## src/rtl/core/xcrc_pkg.sv

```systemverilog
package xcrc_pkg;

  localparam int PAYLOAD_BYTES = 128;

  localparam logic [7:0]  SOH_CODE = 8'h01;
  localparam logic [7:0]  EOT_CODE = 8'h04;
  localparam logic [15:0] CRC_POLY = 16'h1021;
  localparam logic [7:0]  NUM_SUM  = 8'hff;

  localparam logic REQ_BYTE    = 1'b0;
  localparam logic REQ_TIMEOUT = 1'b1;

  localparam logic KIND_PAYLOAD = 1'b0;
  localparam logic KIND_VERDICT = 1'b1;

  localparam int IN_DATA_W  = 16;
  localparam int OUT_DATA_W = 24;

  typedef enum logic [2:0] {
    V_GOOD    = 3'd0,
    V_DUP     = 3'd1,
    V_END     = 3'd2,
    V_BAD     = 3'd3,
    V_LINE    = 3'd4,
    V_TIMEOUT = 3'd5
  } verdict_t;

  typedef struct packed {
    logic       req_type;
    logic [7:0] rx_byte;
    logic       rx_error;
  } beat_t;

  typedef struct packed {
    logic       valid;
    logic       kind;
    logic [7:0] data_byte;
    logic [6:0] byte_index;
    verdict_t   verdict;
    logic       send_nak;
  } result_t;

  function automatic logic nak_of(verdict_t v);
    return !(v == V_GOOD || v == V_DUP || v == V_END);
  endfunction

endpackage

```

## src/rtl/core/xcrc_crc16.sv

```systemverilog
module xcrc_crc16 (
  input  logic [15:0] crc,
  input  logic [7:0]  data,
  output logic [15:0] crc_next
);

  // msb-first fold of one byte, eight shift steps
  always_comb begin
    logic [15:0] c;
    c = crc ^ {data, 8'h00};
    for (int k = 0; k < 8; k++) begin
      if (c[15]) begin
        c = {c[14:0], 1'b0} ^ xcrc_pkg::CRC_POLY;
      end else begin
        c = {c[14:0], 1'b0};
      end
    end
    crc_next = c;
  end

endmodule

```

## src/rtl/core/xcrc_framer.sv

```systemverilog
module xcrc_framer #(
  parameter int PAYLOAD_BYTES = xcrc_pkg::PAYLOAD_BYTES
) (
  input  logic              clk,
  input  logic              rst,
  input  logic              en,
  input  xcrc_pkg::beat_t   beat,
  output xcrc_pkg::result_t res
);

  localparam int LAST_POS = PAYLOAD_BYTES + 4;
  localparam int POS_W    = $clog2(LAST_POS + 1);
  localparam logic [POS_W-1:0] POS_HI  = POS_W'(PAYLOAD_BYTES + 3);
  localparam logic [POS_W-1:0] POS_MAX = POS_W'(LAST_POS);

  logic [POS_W-1:0] pos, pos_next;
  logic [7:0]       block_number, block_number_next;
  logic [7:0]       block_complement, block_complement_next;
  logic [15:0]      running_crc, running_crc_next;
  logic [7:0]       crc_high_received, crc_high_received_next;
  logic [7:0]       last_good_number, last_good_number_next;
  logic             error_seen, error_seen_next;
  logic [15:0]      crc_fold;
  logic [POS_W-1:0] pay_pos;

  xcrc_crc16 u_crc (
    .crc      (running_crc),
    .data     (beat.rx_byte),
    .crc_next (crc_fold)
  );

  assign pay_pos = pos - POS_W'(3);

  // result is computed from the waiting beat and the framing state; en only commits the state
  always_comb begin
    logic              err;
    xcrc_pkg::verdict_t v;
    logic              close;
    pos_next               = pos;
    block_number_next      = block_number;
    block_complement_next  = block_complement;
    running_crc_next       = running_crc;
    crc_high_received_next = crc_high_received;
    last_good_number_next  = last_good_number;
    error_seen_next        = error_seen;
    res                    = '0;
    err                    = error_seen | beat.rx_error;
    v                      = xcrc_pkg::V_BAD;
    close                  = 1'b0;
    if (beat.req_type == xcrc_pkg::REQ_TIMEOUT) begin
      v     = xcrc_pkg::V_TIMEOUT;
      close = 1'b1;
    end else begin
      error_seen_next = err;
      priority if (pos == '0) begin
        if (beat.rx_byte != xcrc_pkg::SOH_CODE) begin
          close = 1'b1;
          if (err) begin
            v = xcrc_pkg::V_LINE;
          end else if (beat.rx_byte == xcrc_pkg::EOT_CODE) begin
            v = xcrc_pkg::V_END;
          end else begin
            v = xcrc_pkg::V_BAD;
          end
        end else begin
          pos_next = POS_W'(1);
        end
      end else if (pos == POS_W'(1)) begin
        block_number_next = beat.rx_byte;
        pos_next          = POS_W'(2);
      end else if (pos == POS_W'(2)) begin
        block_complement_next = beat.rx_byte;
        pos_next              = POS_W'(3);
      end else if (pos < POS_HI) begin
        running_crc_next = crc_fold;
        pos_next         = pos + POS_W'(1);
        res.valid        = 1'b1;
        res.kind         = xcrc_pkg::KIND_PAYLOAD;
        res.data_byte    = beat.rx_byte;
        res.byte_index   = pay_pos[6:0];
        res.verdict      = xcrc_pkg::V_GOOD;
      end else if (pos == POS_HI) begin
        crc_high_received_next = beat.rx_byte;
        pos_next               = pos + POS_W'(1);
      end else begin
        // crc low byte closes the packet
        close = 1'b1;
        if (err) begin
          v = xcrc_pkg::V_LINE;
        end else if (block_number == last_good_number + 8'd1) begin
          if (block_number + block_complement == xcrc_pkg::NUM_SUM &&
              crc_high_received == running_crc[15:8] &&
              beat.rx_byte == running_crc[7:0]) begin
            v                     = xcrc_pkg::V_GOOD;
            last_good_number_next = last_good_number + 8'd1;
          end else begin
            v = xcrc_pkg::V_BAD;
          end
        end else if (block_number == last_good_number) begin
          v = xcrc_pkg::V_DUP;
        end else begin
          v = xcrc_pkg::V_BAD;
        end
      end
    end
    if (close) begin
      pos_next         = '0;
      running_crc_next = '0;
      error_seen_next  = 1'b0;
      res.valid        = 1'b1;
      res.kind         = xcrc_pkg::KIND_VERDICT;
      res.verdict      = v;
      res.send_nak     = xcrc_pkg::nak_of(v);
    end
  end

  always_ff @(posedge clk) begin
    if (rst) begin
      pos               <= '0;
      block_number      <= '0;
      block_complement  <= '0;
      running_crc       <= '0;
      crc_high_received <= '0;
      last_good_number  <= '0;
      error_seen        <= 1'b0;
    end else if (en) begin
      pos               <= pos_next;
      block_number      <= block_number_next;
      block_complement  <= block_complement_next;
      running_crc       <= running_crc_next;
      crc_high_received <= crc_high_received_next;
      last_good_number  <= last_good_number_next;
      error_seen        <= error_seen_next;
    end
  end

  a_pos_range: assert property (@(posedge clk) disable iff (rst)
    pos <= POS_MAX)
    else $error("packet position out of range");

  a_restart: assert property (@(posedge clk) disable iff (rst)
    en && res.valid && res.kind == xcrc_pkg::KIND_VERDICT |=>
      pos == '0 && running_crc == '0)
    else $error("framing not restarted after verdict");

  a_seq_step: assert property (@(posedge clk) disable iff (rst)
    !$past(rst) && !$stable(last_good_number) |->
      last_good_number == $past(last_good_number) + 8'd1 && $past(en) &&
      $past(res.verdict) == xcrc_pkg::V_GOOD && $past(res.valid))
    else $error("sequence number moved without a good packet");

endmodule

```

## src/rtl/core/xmodem_crc_packet_receiver_top.sv

```systemverilog
// xmodem-crc packet receiver
// input channel s_*: one beat per uart byte or receive timeout event
//   (s_tuser = 1). every beat is consumed; bytes of an soh packet
//   (header, block number, complement, payload, crc high, crc low) are framed
//   internally.
// output channel m_*: m_tuser = 0 carries a payload byte with its index,
//   m_tuser = 1 carries the packet verdict and the ack/nak decision, given
//   on the closing crc byte, on a single-byte packet (eot or unknown header)
//   or on a timeout.
// path: a beat is held in the input register, then framing, crc fold and
//   verdict logic load the output register, which drives m_tvalid.
// throughput: one beat per cycle unless a result-bearing beat waits behind a
//   held output, set by the combinational bytewise crc fold and the framing state update.
// reset: rst (synchronous) clears framing, crc, error flag and last good
//   block number, and empties both registers.
// stall: while m_tready is low a waiting result holds; beats that give no
//   result still pass, and s_tready falls once a result-bearing beat is
//   waiting behind the held output.
module xmodem_crc_packet_receiver_top #(
  parameter int PAYLOAD_BYTES = xcrc_pkg::PAYLOAD_BYTES
) (
  input  logic                            clk,
  input  logic                            rst,
  input  logic                            s_tvalid,
  output logic                            s_tready,
  input  logic [xcrc_pkg::IN_DATA_W-1:0]  s_tdata,  // rx_byte[7:0], rx_error[8], zero pad
  input  logic                            s_tuser,  // req_type[0]
  output logic                            m_tvalid,
  input  logic                            m_tready,
  output logic [xcrc_pkg::OUT_DATA_W-1:0] m_tdata,  // data_byte[7:0], byte_index[14:8],
                                                    // verdict[17:15], send_nak[18], zero pad
  output logic                            m_tuser   // result_kind[0]
);

  logic              in_valid;
  xcrc_pkg::beat_t   in_beat;
  logic              advance;
  logic              out_free;
  xcrc_pkg::result_t res;
  xcrc_pkg::result_t out_res;

  assign out_free = !out_res.valid || m_tready;
  // a beat without result may pass a held output; one with a result waits
  assign advance  = in_valid && (out_free || !res.valid);
  assign s_tready = !in_valid || advance;

  xcrc_framer #(
    .PAYLOAD_BYTES (PAYLOAD_BYTES)
  ) u_framer (
    .clk  (clk),
    .rst  (rst),
    .en   (advance),
    .beat (in_beat),
    .res  (res)
  );

  always_ff @(posedge clk) begin
    if (rst) begin
      in_valid <= 1'b0;
    end else if (s_tready) begin
      in_valid <= s_tvalid;
    end
    if (s_tready && s_tvalid) begin
      in_beat.req_type <= s_tuser;
      in_beat.rx_byte  <= s_tdata[7:0];
      in_beat.rx_error <= s_tdata[8];
    end
  end

  always_ff @(posedge clk) begin
    if (rst) begin
      out_res.valid <= 1'b0;
    end else if (out_free) begin
      out_res.valid <= advance && res.valid;
    end
    if (out_free && advance && res.valid) begin
      out_res.kind       <= res.kind;
      out_res.data_byte  <= res.data_byte;
      out_res.byte_index <= res.byte_index;
      out_res.verdict    <= res.verdict;
      out_res.send_nak   <= res.send_nak;
    end
  end

  assign m_tvalid = out_res.valid;
  assign m_tuser  = out_res.kind;
  assign m_tdata  = {5'b0, out_res.send_nak, out_res.verdict, out_res.byte_index,
                     out_res.data_byte};

  a_stall_cause: assert property (@(posedge clk) disable iff (rst)
    in_valid && !s_tready |-> m_tvalid && !m_tready && res.valid)
    else $error("input stalled without a blocked result");

  a_no_drop: assert property (@(posedge clk) disable iff (rst)
    m_tvalid && !m_tready |=> m_tvalid)
    else $error("held result dropped");

  a_hold_stable: assert property (@(posedge clk) disable iff (rst)
    m_tvalid && !m_tready |=> $stable(m_tdata) && $stable(m_tuser))
    else $error("held result changed");

endmodule

```

## config.mk

```make
export PLATFORM = sky130hd
export DESIGN_NAME = xmodem_crc_packet_receiver_top
export DESIGN_NICKNAME = d
export VERILOG_FILES = /design/src/rtl/core/xcrc_pkg.sv /design/src/rtl/core/xcrc_crc16.sv /design/src/rtl/core/xcrc_framer.sv /design/src/rtl/core/xmodem_crc_packet_receiver_top.sv
export SDC_FILE = /design/constraint.sdc
export NUM_CORES = 1
export LEC_CHECK = 0
export ABC_AREA = 1
export BUFFER_PORTS_ARGS = -buffer_cell sky130_fd_sc_hd__buf_2
export CAP_MARGIN = 20
export CORE_ASPECT_RATIO = 0.9
export CORE_MARGIN = 2
export CORE_UTILIZATION = 50
export DETAILED_ROUTE_END_ITERATION = 12
export PLACE_DENSITY = 0.78
export SYNTH_ARGS = -nofsm -noshare
export SYNTH_HDL_FRONTEND = slang
export SYNTH_SLANG_ARGS = --single-unit
```

## constraint.sdc

```tcl
create_clock -name clk -period 3.1 [get_ports clk]
set_clock_uncertainty 0.15 [all_clocks]
set_input_delay 0.31 -clock clk [delete_from_list [all_inputs] [get_ports clk]]
set_output_delay 0.31 -clock clk [all_outputs]
set_load 0.05 [all_outputs]
```

==> run metrics <==
Worst-path clk slew 0.09 ns; total number of yosys warnings 0; Detailed Route WL 11,720 um; Mapped Cells 674; TritonCTS Buffers 9; sequential share of the synthesized area 41.38%; crit-path leading delay family simple AND/OR/NAND/NOR gates; Iter 0 DRT Violations 354; Fin. Hold Viols 0; Crit path top cell by count nand2_1; Reg-to-Reg Start u_framer.block_number[0]; uppermost layer routed met4; multi-input logic area 2481 um2; core area 9742 um2; hold path depth 3; Setup CP Type flip-flop to flip-flop; worst setup margin 0.4070 ns; Synth top area share 23.48%; reg2reg setup slack 0.41 ns; Yosys reg bits 89; detailed-route via count 4,507; CTS tree built; Sink Count 89; largest net degree at the start of global routing 43; clk_lat worst skew 0.36 ns; RR Endpoint m_tdata[15]; wl on met1 5355 um; critical path cell sequence ha_1, inv_1, fa_1, nand2_1, nand2_1, nor3_1, nand2_1, nor2_1, nand3_1, nor2_2, o21ai_0, nand3_1, nand2_1; Post-synth top cells nand2_1 (143), nor2_1 (102), inv_1 (84); Cell variety after synth 41; syn_area_per_cell 7.465 um2; Residual DRC 0; antenna violations before repair 0; met2 WL 5334 um; HP Class primary input to flip-flop; post-layout min period 2.693 ns; Buf+Inv Stages, Crit Path 1; hold endpoint in_valid; EDFF count, synth 30; pwr dens 477.4 nW/um2; number of global-route vias before repair 4,129; share of cells above drive strength 1 12.96%; largest area contributor in the netlist dfxtp_1; DP Area 5373 um2; DR pass1 iterations 6; Total GRT Usage 22.26%; Sw Share 28.51%; pre-CTS setup slack 0.4552 ns; sequential share of power 47.6%; final instance area 5708 um2; Setup crit start kind flip-flop; status finished, final reports clean; ANT nets after route 0; IO Port Bufs 35; clock root cell clkbuf_8; synthesis-to-finish area growth 13.45%; first-pass GRT wire length 18,970 um; crit path DAT 2.65 ns; DIE AREA 10,880 um2; I/O Pins 48; RSZ-0062 raised after global routing no; Ant. Diodes 0; slowest stage delay, CP 0.44 ns; Hold Worst Slack 0.06442 ns; FILL cells 868; Crit path required time 3.06 ns; Hold Path Origin s_tvalid; clock power share 35.0%; Combinational Power Share 17.4%; asr flop ratio synth 0%; CP max stage cell fa_1; most common cell in the synthesized netlist nand2_1; peak fanout along the critical path 4; Clock Tree Buf Depth 2; critical path endpoint category flip-flop; Post-synth top flop dfxtp_1; FF/Latch Area 2082 um2; Leak Pwr 2.589 nW; top cells by area, synth dfxtp_1 (23%), edfxtp_1 (18%), nand2_1 (11%); net switching power 0.0007769 W; Max Transition Viols Final 0; peak supply drop 0.3263 mV; initial core utilization 51.64%; H-tree Lvls 3; fin crit share 86.87%; Post-CTS Setup Bufs 0; max frequency 371.3 MHz; Final #Nets 762; vias per cell 5.247; Die Wd 109.7 um; Internal 0.001948 W; Inst Count DP 833; Mapped Area 5031 um2; gpl congestion 0.8912; die height 99.16 um; met3 routed WL 855 um; setup violators final 0; max-cap violation count 0; Post-Route Setup TNS 0 ns; grt ovf 0; Rows 34; Reg2Reg Depth 13; dpl hpwl 8558 um; fin cells 859; WL/cell 13.64 um
## cell families after synthesis
group	share of synthesized area, %
adders and majority gates	3.382
AOI/OAI and AO/OA	10.67
buffers and inverters	9.600
and+or+nand+nor	28.97
xor gates and xnor gates	5.919
DFF	41.38
other	0.07454
## how the worst max path moves through the flow
stage / start / end / slack, ns / cells after the start
2_1_floorplan: u_framer.pos[0] / in_beat[0] / 0.67 / 11
3_3_place_gp: u_framer.block_number[0] / m_tdata[15] / 0.50 / 13
3_5_place_dp: u_framer.block_number[0] / m_tdata[15] / 0.46 / 13
4_1_cts: u_framer.pos[0] / u_framer.running_crc[4] / 0.44 / 14
5_1_grt: u_framer.block_number[0] / u_framer.last_good_number[7] / 0.19 / 14
6_report: u_framer.block_number[0] / m_tdata[15] / 0.41 / 13
## tightest hold or removal path: cells and delay by family
| kind | cells | cell delay, ns |
|---|---|---|
| AO/OA/AOI/OAI | 1 | 0.06 |
| AND/OR/NAND/NOR | 1 | 0.07 |
| buffers and inverters | 1 | 0.09 |
## state kept, by name (all words and copies together) (netlist names)
| signal | count |
|---|---|
| in_valid | 1 |
| u_framer.crc_high_received | 8 |
| u_framer.error_seen | 1 |
| u_framer.block_number | 8 |
| u_framer.last_good_number | 8 |
| m_tvalid | 1 |
| u_framer.block_complement | 8 |
| in_beat | 10 |
| m_tuser | 1 |
| u_framer.running_crc | 16 |
| u_framer.pos | 8 |
| m_tdata | 19 |
## cells in the final DEF (no fill, tap or decap), types with 4 or more instances in the layout
cell           Yosys  final
nand2_1          143    143
nor2_1           102    102
inv_1             84     84
dfxtp_1           59     59
a21oi_1           39     39
o21ai_0           36     36
buf_2              3     35
nand3_1           34     34
edfxtp_1          30     30
xnor2_1           18     18
xor2_1            16     16
buf_4              7     14
nand4_1           12     12
ha_1              12     12
dlygate4sd3_1      0     10
clkbuf_8           0      9
inv_2              8      8
a31oi_1            7      7
o21ai_1            6      6
nand2_4            5      5
conb_1             1      5
nor2_4             4      4
nor3_1             4      4
o22ai_1            4      4
a211oi_1           4      4
## metal layers
layer	global-route usage, %	up-vias
li1	-	2269
met1	30.70	2045
met2	35.28	169
met3	4.915	24
met4	6.232	0
met5	0	-
## power groups by stage
stage	sequential (W)	clock, W	combinational, W
2_1_floorplan	0.00138	0	0.000295
3_3_place_gp	0.00132	0	0.000449
3_5_place_dp	0.00132	0	0.000458
4_1_cts	0.00130	0.000965	0.000470
5_1_grt	0.00130	0.00101	0.000518
6_report	0.00130	0.000953	0.000475
## metrics by stage
step	power [W]	utilization, %
after floorplan	0.001676	-
after global placement	0.001770	55.15
after detailed placement	0.001781	55.15
after CTS	0.002731	58.59
after global routing	0.002825	58.59
final	0.002725	58.59
## layout make-up
type | instances | area share (%)
Clock inverter | 5 | 1.819
Tap cell | 126 | 2.762
Multi-Input combinational cell | 475 | 43.47
Sequential cell | 89 | 36.48
Timing Repair Buffer | 60 | 7.014
Inverter | 93 | 6.160
Clock buffer | 11 | 2.302
## what timing repair did
action	in CTS	in global routing
endpoints found under the setup margin	0	0
hold buffers	10	0
gates resized for setup	0	0
hold endpoints to repair	10	0
Note: power is estimated with default switching activity, not from simulation.
